==> src/hdl/otasel_pkg.sv <==
package otasel_pkg;

    // otadata entry state words
    localparam logic [31:0] ST_NEW     = 32'h0000_0000;
    localparam logic [31:0] ST_PENDING = 32'h0000_0001;
    localparam logic [31:0] ST_INVALID = 32'h0000_0003;
    localparam logic [31:0] ST_ABORTED = 32'h0000_0004;

    // an erased sequence word reads as all ones
    localparam logic [31:0] SEQ_ERASED = 32'hFFFF_FFFF;

    // reflected CRC-32 polynomial of the sequence bytes, zero start, inverted output
    localparam logic [31:0] CRC_POLY     = 32'hEDB8_8320;
    localparam logic [31:0] CRC_XOR_OUT  = 32'hFFFF_FFFF;

    // boot_choice codes
    localparam logic [1:0] BOOT_SLOT0 = 2'd0;
    localparam logic [1:0] BOOT_SLOT1 = 2'd1;
    localparam logic [1:0] BOOT_HALT  = 2'd2;

    // chosen_entry codes
    localparam logic [1:0] ENTRY_FIRST  = 2'd0;
    localparam logic [1:0] ENTRY_SECOND = 2'd1;
    localparam logic [1:0] ENTRY_NONE   = 2'd2;

    // configuration register indexes
    localparam int unsigned CFG_IDX_W = 3;
    localparam logic [CFG_IDX_W-1:0] CFG_ROLLBACK_EN = 3'd0;
    localparam logic [CFG_IDX_W-1:0] CFG_STACK_LOW   = 3'd1;
    localparam logic [CFG_IDX_W-1:0] CFG_STACK_HIGH  = 3'd2;
    localparam logic [CFG_IDX_W-1:0] CFG_SLOT0_BASE  = 3'd3;
    localparam logic [CFG_IDX_W-1:0] CFG_SLOT1_BASE  = 3'd4;
    localparam logic [CFG_IDX_W-1:0] CFG_SLOT_SIZE   = 3'd5;

    // configuration reset values
    localparam logic        RST_ROLLBACK_EN = 1'b1;
    localparam logic [31:0] RST_STACK_LOW   = 32'h2000_0000;
    localparam logic [31:0] RST_STACK_HIGH  = 32'h2004_0000;
    localparam logic [31:0] RST_SLOT0_BASE  = 32'h0000_C000;
    localparam logic [31:0] RST_SLOT1_BASE  = 32'h0008_0000;
    localparam logic [31:0] RST_SLOT_SIZE   = 32'h0007_4000;

    // one boot transaction as captured at the input
    typedef struct packed {
        logic [31:0] first_seq;
        logic [31:0] first_state;
        logic [31:0] first_crc;
        logic [31:0] second_seq;
        logic [31:0] second_state;
        logic [31:0] second_crc;
        logic [31:0] slot0_stack;
        logic [31:0] slot0_reset_vector;
        logic [31:0] slot1_stack;
        logic [31:0] slot1_reset_vector;
    } item_t;

    // one decision as presented at the output
    typedef struct packed {
        logic [1:0]  boot_choice;
        logic [1:0]  chosen_entry;
        logic        rewrite_first;
        logic [31:0] first_new_state;
        logic        rewrite_second;
        logic [31:0] second_new_state;
    } result_t;

    // CRC of a word with only bit k set, before the final inversion.
    // Evaluated at elaboration to build the XOR matrix below.
    function automatic logic [31:0] crc_unit(input int unsigned k);
        logic [31:0] c;
        logic [31:0] data;
        c    = '0;
        data = 32'd1 << k;
        for (int unsigned i = 0; i < 32; i++) begin
            c = ((c[0] ^ data[i]) != 1'b0) ? (CRC_POLY ^ (c >> 1)) : (c >> 1);
        end
        return c;
    endfunction

    function automatic logic [31:0][31:0] crc_matrix();
        logic [31:0][31:0] m;
        for (int unsigned k = 0; k < 32; k++) begin
            m[k] = crc_unit(k);
        end
        return m;
    endfunction

    localparam logic [31:0][31:0] CRC_COL = crc_matrix();

    // CRC is linear with zero start: XOR the columns of the set bits
    function automatic logic [31:0] seq_crc(input logic [31:0] seq);
        logic [31:0] c;
        c = '0;
        for (int unsigned k = 0; k < 32; k++) begin
            if (seq[k]) begin
                c = c ^ CRC_COL[k];
            end
        end
        return c ^ CRC_XOR_OUT;
    endfunction

endpackage

==> src/hdl/ota_boot_slot_selector.sv <==
// Dual-bank boot slot selector with rollback. Each input transaction carries both
// otadata entries and the first two vector words of both image slots; each one
// yields exactly one result transaction with the slot to boot (or halt), the
// active entry, and the state words to write back. The block is a two-register
// pipeline (input register, result register) and takes one transaction per
// clock while the pipe is not stalled; a transaction passes the input register
// and then the result register, and the pipe stalls only while m_ready is low.
// Configuration registers are written through cfg_valid/cfg_ready (always
// ready) and must only change while no transaction is in flight.
module ota_boot_slot_selector (
    input  logic                             aclk,
    input  logic                             aresetn,

    input  logic                             cfg_valid,
    output logic                             cfg_ready,
    input  logic [otasel_pkg::CFG_IDX_W-1:0] cfg_index,
    input  logic [31:0]                      cfg_data,

    input  logic                             s_valid,
    output logic                             s_ready,
    input  logic [31:0]                      s_first_seq,
    input  logic [31:0]                      s_first_state,
    input  logic [31:0]                      s_first_crc,
    input  logic [31:0]                      s_second_seq,
    input  logic [31:0]                      s_second_state,
    input  logic [31:0]                      s_second_crc,
    input  logic [31:0]                      s_slot0_stack,
    input  logic [31:0]                      s_slot0_reset_vector,
    input  logic [31:0]                      s_slot1_stack,
    input  logic [31:0]                      s_slot1_reset_vector,

    output logic                             m_valid,
    input  logic                             m_ready,
    output logic [1:0]                       m_boot_choice,
    output logic [1:0]                       m_chosen_entry,
    output logic                             m_rewrite_first,
    output logic [31:0]                      m_first_new_state,
    output logic                             m_rewrite_second,
    output logic [31:0]                      m_second_new_state
);

    // configuration registers
    logic        rollback_en_reg;
    logic [31:0] stack_low_reg;
    logic [31:0] stack_high_reg;
    logic [31:0] slot0_base_reg;
    logic [31:0] slot1_base_reg;
    logic [31:0] slot_size_reg;

    // pipeline registers
    logic                  in_valid_reg;
    otasel_pkg::item_t     in_item_reg;
    logic                  out_valid_reg;
    otasel_pkg::result_t   out_res_reg;
    otasel_pkg::result_t   out_res_next;

    logic out_free;
    logic in_load;

    // decision terms
    logic [31:0] st0_abt, st1_abt;
    logic        abort0, abort1;
    logic        ok0, ok1;
    logic        boot0, boot1;
    logic        pick_first, pick_second;
    logic [31:0] win_seq, win_state;
    logic        win_slot;
    logic        promote;
    logic        win_boot, alt_boot;

    assign cfg_ready = 1'b1;

    // configuration writes; indexes past the list are ignored
    always_ff @(posedge aclk) begin
        if (!aresetn) begin
            rollback_en_reg <= otasel_pkg::RST_ROLLBACK_EN;
            stack_low_reg   <= otasel_pkg::RST_STACK_LOW;
            stack_high_reg  <= otasel_pkg::RST_STACK_HIGH;
            slot0_base_reg  <= otasel_pkg::RST_SLOT0_BASE;
            slot1_base_reg  <= otasel_pkg::RST_SLOT1_BASE;
            slot_size_reg   <= otasel_pkg::RST_SLOT_SIZE;
        end else if (cfg_valid && cfg_ready) begin
            unique case (cfg_index)
                otasel_pkg::CFG_ROLLBACK_EN: rollback_en_reg <= cfg_data[0];
                otasel_pkg::CFG_STACK_LOW:   stack_low_reg   <= cfg_data;
                otasel_pkg::CFG_STACK_HIGH:  stack_high_reg  <= cfg_data;
                otasel_pkg::CFG_SLOT0_BASE:  slot0_base_reg  <= cfg_data;
                otasel_pkg::CFG_SLOT1_BASE:  slot1_base_reg  <= cfg_data;
                otasel_pkg::CFG_SLOT_SIZE:   slot_size_reg   <= cfg_data;
                default: ;
            endcase
        end
    end

    // pipe flow: each stage moves when the one after it is free
    assign out_free = !out_valid_reg || m_ready;
    assign s_ready  = !in_valid_reg || out_free;
    assign in_load  = s_valid && s_ready;

    always_ff @(posedge aclk) begin
        if (!aresetn) begin
            in_valid_reg <= 1'b0;
        end else if (s_ready) begin
            in_valid_reg <= s_valid;
        end
    end

    always_ff @(posedge aclk) begin
        if (in_load) begin
            in_item_reg.first_seq          <= s_first_seq;
            in_item_reg.first_state        <= s_first_state;
            in_item_reg.first_crc          <= s_first_crc;
            in_item_reg.second_seq         <= s_second_seq;
            in_item_reg.second_state       <= s_second_state;
            in_item_reg.second_crc         <= s_second_crc;
            in_item_reg.slot0_stack        <= s_slot0_stack;
            in_item_reg.slot0_reset_vector <= s_slot0_reset_vector;
            in_item_reg.slot1_stack        <= s_slot1_stack;
            in_item_reg.slot1_reset_vector <= s_slot1_reset_vector;
        end
    end

    // vector table sanity: stack in RAM window, thumb reset vector inside a slot
    function automatic logic in_slot(input logic [31:0] pc, input logic [31:0] base,
                                     input logic [31:0] size);
        logic [32:0] slot_end;
        slot_end = {1'b0, base} + {1'b0, size};
        return (pc >= base) && ({1'b0, pc} < slot_end);
    endfunction

    function automatic logic is_bootable(input logic [31:0] sp, input logic [31:0] rv,
                                         input logic [31:0] lo, input logic [31:0] hi,
                                         input logic [31:0] b0, input logic [31:0] b1,
                                         input logic [31:0] size);
        logic [31:0] pc;
        pc = {rv[31:1], 1'b0};
        return (sp >= lo) && (sp <= hi) && rv[0]
            && (in_slot(pc, b0, size) || in_slot(pc, b1, size));
    endfunction

    // rollback: a pending entry is aborted
    assign abort0  = rollback_en_reg && (in_item_reg.first_state == otasel_pkg::ST_PENDING);
    assign abort1  = rollback_en_reg && (in_item_reg.second_state == otasel_pkg::ST_PENDING);
    assign st0_abt = abort0 ? otasel_pkg::ST_ABORTED : in_item_reg.first_state;
    assign st1_abt = abort1 ? otasel_pkg::ST_ABORTED : in_item_reg.second_state;

    // entry validity
    assign ok0 = (in_item_reg.first_seq != otasel_pkg::SEQ_ERASED)
              && (st0_abt != otasel_pkg::ST_INVALID) && (st0_abt != otasel_pkg::ST_ABORTED)
              && (in_item_reg.first_crc == otasel_pkg::seq_crc(in_item_reg.first_seq));
    assign ok1 = (in_item_reg.second_seq != otasel_pkg::SEQ_ERASED)
              && (st1_abt != otasel_pkg::ST_INVALID) && (st1_abt != otasel_pkg::ST_ABORTED)
              && (in_item_reg.second_crc == otasel_pkg::seq_crc(in_item_reg.second_seq));

    assign boot0 = is_bootable(in_item_reg.slot0_stack, in_item_reg.slot0_reset_vector,
                               stack_low_reg, stack_high_reg,
                               slot0_base_reg, slot1_base_reg, slot_size_reg);
    assign boot1 = is_bootable(in_item_reg.slot1_stack, in_item_reg.slot1_reset_vector,
                               stack_low_reg, stack_high_reg,
                               slot0_base_reg, slot1_base_reg, slot_size_reg);

    // higher sequence wins, tie goes to entry zero
    assign pick_first  = ok0 && (!ok1 || (in_item_reg.first_seq >= in_item_reg.second_seq));
    assign pick_second = !pick_first && ok1;

    assign win_seq   = pick_first ? in_item_reg.first_seq : in_item_reg.second_seq;
    assign win_state = pick_first ? st0_abt : st1_abt;
    // slot is (seq - 1) mod 2, i.e. the inverted low bit
    assign win_slot  = !win_seq[0];
    assign promote   = rollback_en_reg && (win_state == otasel_pkg::ST_NEW)
                    && (pick_first || pick_second);
    assign win_boot  = win_slot ? boot1 : boot0;
    assign alt_boot  = win_slot ? boot0 : boot1;

    // result assembly
    always_comb begin
        out_res_next.rewrite_first    = abort0;
        out_res_next.first_new_state  = st0_abt;
        out_res_next.rewrite_second   = abort1;
        out_res_next.second_new_state = st1_abt;
        priority if (pick_first) begin
            out_res_next.chosen_entry = otasel_pkg::ENTRY_FIRST;
        end else if (pick_second) begin
            out_res_next.chosen_entry = otasel_pkg::ENTRY_SECOND;
        end else begin
            out_res_next.chosen_entry = otasel_pkg::ENTRY_NONE;
        end

        if (promote && pick_first) begin
            out_res_next.rewrite_first   = 1'b1;
            out_res_next.first_new_state = otasel_pkg::ST_PENDING;
        end
        if (promote && pick_second) begin
            out_res_next.rewrite_second   = 1'b1;
            out_res_next.second_new_state = otasel_pkg::ST_PENDING;
        end

        if (!pick_first && !pick_second) begin
            // no valid entry: probe slot zero, then slot one
            priority if (boot0) begin
                out_res_next.boot_choice = otasel_pkg::BOOT_SLOT0;
            end else if (boot1) begin
                out_res_next.boot_choice = otasel_pkg::BOOT_SLOT1;
            end else begin
                out_res_next.boot_choice = otasel_pkg::BOOT_HALT;
            end
        end else begin
            priority if (win_boot) begin
                out_res_next.boot_choice = win_slot ? otasel_pkg::BOOT_SLOT1
                                                    : otasel_pkg::BOOT_SLOT0;
            end else if (alt_boot) begin
                out_res_next.boot_choice = win_slot ? otasel_pkg::BOOT_SLOT0
                                                    : otasel_pkg::BOOT_SLOT1;
            end else begin
                out_res_next.boot_choice = otasel_pkg::BOOT_HALT;
            end
        end
    end

    // result register
    always_ff @(posedge aclk) begin
        if (!aresetn) begin
            out_valid_reg <= 1'b0;
        end else if (out_free) begin
            out_valid_reg <= in_valid_reg;
        end
    end

    always_ff @(posedge aclk) begin
        if (out_free && in_valid_reg) begin
            out_res_reg <= out_res_next;
        end
    end

    assign m_valid            = out_valid_reg;
    assign m_boot_choice      = out_res_reg.boot_choice;
    assign m_chosen_entry     = out_res_reg.chosen_entry;
    assign m_rewrite_first    = out_res_reg.rewrite_first;
    assign m_first_new_state  = out_res_reg.first_new_state;
    assign m_rewrite_second   = out_res_reg.rewrite_second;
    assign m_second_new_state = out_res_reg.second_new_state;

`ifndef NO_ASSERTIONS
    // a held transaction in the input register is never dropped
    a_hold_input: assert property (@(posedge aclk) disable iff (!aresetn)
        in_valid_reg && !out_free |=> in_valid_reg)
        else $error("input transaction lost while result stalled");

    // an accepted input always reaches the result register
    a_advance: assert property (@(posedge aclk) disable iff (!aresetn)
        in_valid_reg && out_free |=> out_valid_reg)
        else $error("transaction did not advance to result register");

    // halt code is the only out-of-slot choice, and no entry code 3 is given
    a_choice_range: assert property (@(posedge aclk) disable iff (!aresetn)
        m_valid |-> (m_boot_choice != 2'd3) && (m_chosen_entry != 2'd3))
        else $error("illegal result code");

    // promotion of entry zero to pending only when it is the chosen entry
    a_promote_first: assert property (@(posedge aclk) disable iff (!aresetn)
        m_valid && m_rewrite_first && (m_first_new_state == otasel_pkg::ST_PENDING)
        |-> (m_chosen_entry == otasel_pkg::ENTRY_FIRST))
        else $error("entry zero promoted without being chosen");

    // without an active entry the only rewrite of the second entry is an abort
    a_none_abort: assert property (@(posedge aclk) disable iff (!aresetn)
        m_valid && (m_chosen_entry == otasel_pkg::ENTRY_NONE) && m_rewrite_second
        |-> (m_second_new_state == otasel_pkg::ST_ABORTED))
        else $error("rewrite other than abort with no active entry");
`endif

endmodule
==> config.mk <==
export PLATFORM = sky130hd
export DESIGN_NAME = ota_boot_slot_selector
export DESIGN_NICKNAME = d
export VERILOG_FILES = /design/src/hdl/otasel_pkg.sv /design/src/hdl/ota_boot_slot_selector.sv
export SDC_FILE = /design/constraint.sdc
export NUM_CORES = 2
export LEC_CHECK = 0
export ABC_AREA = 1
export BUFFER_PORTS_ARGS = -buffer_cell sky130_fd_sc_hd__buf_2
export CORE_MARGIN = 4
export CORE_UTILIZATION = 45
export DETAILED_ROUTE_END_ITERATION = 8
export PLACE_DENSITY = 0.71
export SKIP_CTS_REPAIR_TIMING = 1
export SKIP_LAST_GASP = 1
export SLEW_MARGIN = 20
export SYNTH_ARGS = -nofsm -noshare
export SYNTH_HDL_FRONTEND = slang
export SYNTH_SLANG_ARGS = --single-unit
==> constraint.sdc <==
create_clock -name aclk -period 15.74 [get_ports aclk]
set_input_delay 1.574 -clock aclk [delete_from_list [all_inputs] [get_ports aclk]]
set_output_delay 1.574 -clock aclk [all_outputs]
set_load 0.01 [all_outputs]
-- Word-level counts from Yosys, hierarchy flattened
Index checks and enable logic that the tools add are counted.
- register bits after elaboration: 553
- bits of input ports: 360
- output and inout port bits: 73
- logic and storage cells: 242
- add/sub/neg operators: 2
- order comparisons: 13
- equality and inequality tests: 15
- multiplexer cells: 78
- bitwise operators: 64
- reduce and logical (&&, ||, !) cells: 46
- operators by type and width (cell ; number):
    2-to-1 mux 32 bit ; 29
    2-to-1 mux 31 bit ; 12
    2-to-1 mux 30 bit ; 8
    inverter 13 bit ; 18
    >= comparator 32 bit ; 7
    2-to-1 mux 29 bit ; 6
    inverter 14 bit ; 12
    < comparator 32 x 33 -> 1 bit ; 4
    inverter 15 bit ; 8
    2-to-1 mux 28 bit ; 4
    2-to-1 mux 27 bit ; 4
    inverter 12 bit ; 8
    inverter 16 bit ; 6
    adder 32 x 32 -> 33 bit ; 2
    == test 32 x 1 -> 1 bit, second input constant ; 2
    == test 32 bit ; 2
    <= comparator 32 bit ; 2
    != test 32 x 2 -> 1 bit, second input constant ; 2
    != test 32 x 3 -> 1 bit, second input constant ; 2
    != test 32 bit, second input constant ; 2
    inverter 32 bit ; 2
    2-to-1 mux 26 bit ; 2
    2-to-1 mux 25 bit ; 2
    inverter 11 bit ; 4
    14 further kinds ; 68

-- Depth between registers and ports, before layout
- depth in word-level cells: 74
- gate-level depth with buffers: 30
- mapped depth without buffers: 30

-- Worst setup path before layout
OpenSTA, ideal clock, no wires.
- path type: input port to flip-flop
- start: input m_ready
- end: register in_item_reg[0] in the netlist's numbering (enable)
- library setup time: 670 ps
- arrival: 8039 ps
- data required time: 15070 ps
- path slack: 7031 ps
- stages on the path: 4
- path through: inv_1 -> nand3_1 -> nand2_1 -> inv_1
- word-level cells in the longest chain between the ends: 3
- ends and longest elaborated chain (item ; RTL line ; RTL):
    from (decl) ; ota_boot_slot_selector.sv:33 ; input logic m_ready,
    logical OR 1 bit ; ota_boot_slot_selector.sv:96 ; assign out_free = !out_valid_reg || m_ready;
    logical OR 1 bit ; ota_boot_slot_selector.sv:97 ; assign s_ready = !in_valid_reg || out_free;
    net s_ready ; ota_boot_slot_selector.sv:20 ; output logic s_ready,
    logical AND 1 bit ; ota_boot_slot_selector.sv:98 ; assign in_load = s_valid && s_ready;
    net in_load ; ota_boot_slot_selector.sv:58 ; logic in_load;
    to (decl) ; ota_boot_slot_selector.sv:52 ; otasel_pkg::item_t in_item_reg;
The timed path passes the listed nets, and every way through them passes these cells.
A chain may end at the register's enable or synchronous reset.

==> impl_metrics.csv <==
group,metric,value,unit
synthesis,yosys_warnings,0,
floorplanning,chipWidth,307,um
sta,slew_viol_final,0,
job,max-cap-violations,0,
worst_setup_path,arrival_time_reported_for_the_critical_path_endpoint,5160,ps
synthesis,synth.most_common_cell,"nand2_1",
synthesis,syn_inst,4990,
cts,clock_latency_reported_for_the_late_side_of_the_worst_skew_pair,670,ps
grt,global_route_wire_length_before_repair,196000,um
grt,grt_antenna_before_repair,20,
power_and_ir_drop,clock_power_share,34.3,%
cts,clock_tree_from_tritoncts,"built",
run_status,status,"finished clean",
sta,max_slew.worst_pin.slew,1070,ps
worst_setup_path,timing_worst_setup_path_type,"flop to flop",
synthesis,synth_edf_count,390,
worst_setup_path,cp_data_required_time,16160,ps
cts,clock_sink_count,553,
power_and_ir_drop,power_per_cell_area,92.4,mW/mm^2
final_layout,drive_above_1_share,12.2,%
sta,final.setup_skew,27.2,ps
cts,cts_htree_levels,2,
drt,routed-via-count,35950,
synthesis,syn-num-nets,5828,
synthesis,synthDistinctLibCells,61,
synthesis,seq_area_frac_synth,37.3,%
power_and_ir_drop,peakVddDrop,0.0966,mV
final_layout,sequential_cell_area,0.0150,mm^2
drt,drc,0,
drt,route.layer.met1.wl,55000,um
sta,setup-tns-final,0,ps
placed_design,hpwl,103000,um
drt,detail_route.wl_per_cell,20.1,um
grt,grt_max_degree,107,
grt,globalRouteTotalUtil,27.0,%
drt,drt_first_iter_violations,3666,
worst_setup_path,setup.worst_path.start,"slot_size_reg[0]$_SDFFE_PN0P_",
cts,clk_transition_reported_paths,60,ps
synthesis,ff_latch_count_synth,553,
power_and_ir_drop,power_frac_comb,23.7,%
floorplanning,dieHeight,307,um
min_path,holdCritStartpoint,"in_item_reg[184]$_DFFE_PP_",
drt,wirelength,132000,um
placed_design,port_buffers,431,
drt,drt-pass1-iter-count,6,
floorplanning,placeableCoreArea,0.0885,mm^2
synthesis,ys_dominant_reg_cell,"edfxtp_1",
floorplanning,die_area,0.0941,mm^2
final_layout,multi_input_comb_area,0.0224,mm^2
min_path,min_path_type,"flop to flop",
drt,routed-wl-met2,58900,um
sta,final.min_clock_period,4740,ps
power_and_ir_drop,seqPwrFrac,42.0,%
synthesis,top_cell_types_by_occurrence_after_synthesis,"nand2_1, inv_1, ha_1",
synthesis,synth.cell_area,0.0402,mm^2
grt,first_global_vias,33565,
drt,viasPerCell,5.48,
power_and_ir_drop,p_int,2.84,mW
final_layout,fillerInstances,8326,
drt,drtAntennaViolNets,0,
worst_setup_path,worst_setup_path_start_kind,"flop",
cts,cts_max_path_buffers,3,
synthesis,synth_top_area_share,29.1,%
sta,worst_slew_margin_rel,28.2,%
sta,whs,440,ps
sta,rsz0062_at_grt,"false",
final_layout,finalNetCount,6168,
power_and_ir_drop,switching_pwr,1.33,mW
power_and_ir_drop,swShare,31.9,%
worst_setup_path,timing.critical_path.to_type,"flop",
floorplanning,ios,433,
synthesis,synth_area_per_cell,8.05,um^2
cts,cts-root-buf,"clkbuf_16",
floorplanning,start_util,45.4,%
cts,numCtsBuffers,61,
placed_design,rd_place_congestion,1.02,
sta,fin_crit_sh,30.1,%
worst_setup_path,cp_max_fo,3,
drt,highest_layer,"met5",
synthesis,yosys.area.top_type,"edfxtp_1",
final_layout,layout_overhead_on_the_synthesized_area,12.3,%
sta,setup_violations,0,
grt,globalRoute.totalOverflow,0,
sta,final_hold_viol_count,0,
synthesis,asyncSetResetFlopFracSynth,0,%
worst_setup_path,worst_reg2reg_startpoint,"slot_size_reg[0]$_SDFFE_PN0P_",
drt,met3_length,13100,um
sta,fmax,211,MHz
floorplanning,placementRows,109,
power_and_ir_drop,leakagePower,21.0,nW
synthesis,ys_top_cells_by_area,"edfxtp_1, ha_1, nand2_1, dfxtp_1, a21oi_1",
final_layout,largest_reg_flops,320,
-- path summary, 6_finish.rpt --
path,slack [ps],end,cells past startpoint
setup / recovery,11000,m_boot_choice[1]$_DFFE_PP_,27
hold / removal,440,m_second_new_state[24]$_SDFFCE_PP0P_,0
setup reg to reg,11000,m_boot_choice[1]$_DFFE_PP_,27
hold reg to reg,440,m_second_new_state[24]$_SDFFCE_PP0P_,0
-- worst max-delay path, stage by stage, from the launching register on --
cell and delay (ps):
dfxtp_1 330, ha_1 220, fa_1 420, nand3_1 90
nand2_1 110, nand2_1 90, nand2_1 130, a21boi_0 300
o21ai_0 200, a21oi_1 250, o21bai_1 160, nand2_1 90
nand2_1 80, nand2_1 80, nand3_1 110, xnor2_1 280
ha_1 300, a21oi_1 150, nor2_1 50, a211oi_1 200
nor2_1 80, nor2_1 110, nand2_1 60, nor2_1 90
nand3_1 80, a21oi_1 260, nand2b_1 140, inv_1 40
-- routing by layer --
metal / global-route usage (%) / vias up
li1: - / 17400
met5: 0 / -
met4: 8.82 / 8
met2: 43.7 / 1682
met1: 36.4 / 16571
met3: 5.57 / 289
-- cells by family after synthesis --
| kind of cell | after synthesis | synth area share, % |
|---|---|---|
| buffers and inverters | 698 | 7.03 |
| AND/OR/NAND/NOR | 2156 | 22.5 |
| other | 1 | 0.00933 |
| flip-flops | 553 | 37.3 |
| XOR/XNOR | 343 | 7.96 |
| adder cells (fa/ha/maj) | 478 | 14.9 |
| AO/OA/AOI/OAI | 761 | 10.3 |
-- area by class of cell --
cell class              count  area share, %
clock inverters            31          0.737
multi-input cells        3739           49.6
flip-flops and latches    553           33.2
inverters                 529           4.43
well taps                1165           3.23
diodes                     15         0.0832
clock buffers              80           3.68
repair buffers            446           5.03
-- per-stage QoR --
stage	util (%)	instances	setup slack, ps	total power, mW	cell area (um^2)
2_1_floorplan	-	4990	7030	2.45	40200
4_1_cts	50.9	6543	11060	4.19	45100
3_3_place_gp	48.7	6432	11140	2.72	43100
6_report	51.0	6558	11000	4.17	45100
3_5_place_dp	48.7	6432	11050	2.74	43100
5_1_grt	51.0	6548	10510	4.40	45100
-- layout by cell type (no fill, tap or decap), drive strengths merged, types with 3 or more instances in the layout --
cell type	synthesis	layout
nor4	17	17
nor3	44	44
a21oi	390	390
ha	476	476
diode	0	15
bufinv	0	5
xnor2	179	179
nand3b	38	38
nand3	257	257
clkinv	8	29
o2111ai	3	3
xor2	164	164
nand4	62	62
nand2b	4	4
nand2	1393	1393
o21ai	251	251
nor3b	3	3
a21o	10	10
clkbuf	104	80
a211oi	25	25
o221ai	8	8
inv	521	526
or2	17	17
a21boi	8	8
o211ai	19	19
a2111oi	3	3
buf	65	446
o21bai	3	3
edfxtp	390	390
nor2	314	314
o31ai	8	8
a221oi	4	4
a31oi	11	11
dfxtp	163	163
o21a	16	16
-- power by group through the flow --
| stage | logic [mW] | registers, mW | clock network, mW |
|---|---|---|---|
| finish | 0.989 | 1.75 | 1.43 |
| global route | 1.12 | 1.75 | 1.53 |
| CTS | 0.976 | 1.75 | 1.47 |
| detailed placement | 0.968 | 1.77 | 0 |
| global placement | 0.944 | 1.77 | 0 |
| floorplan | 0.726 | 1.72 | 0 |
Power figures use the tool's default switching activity.
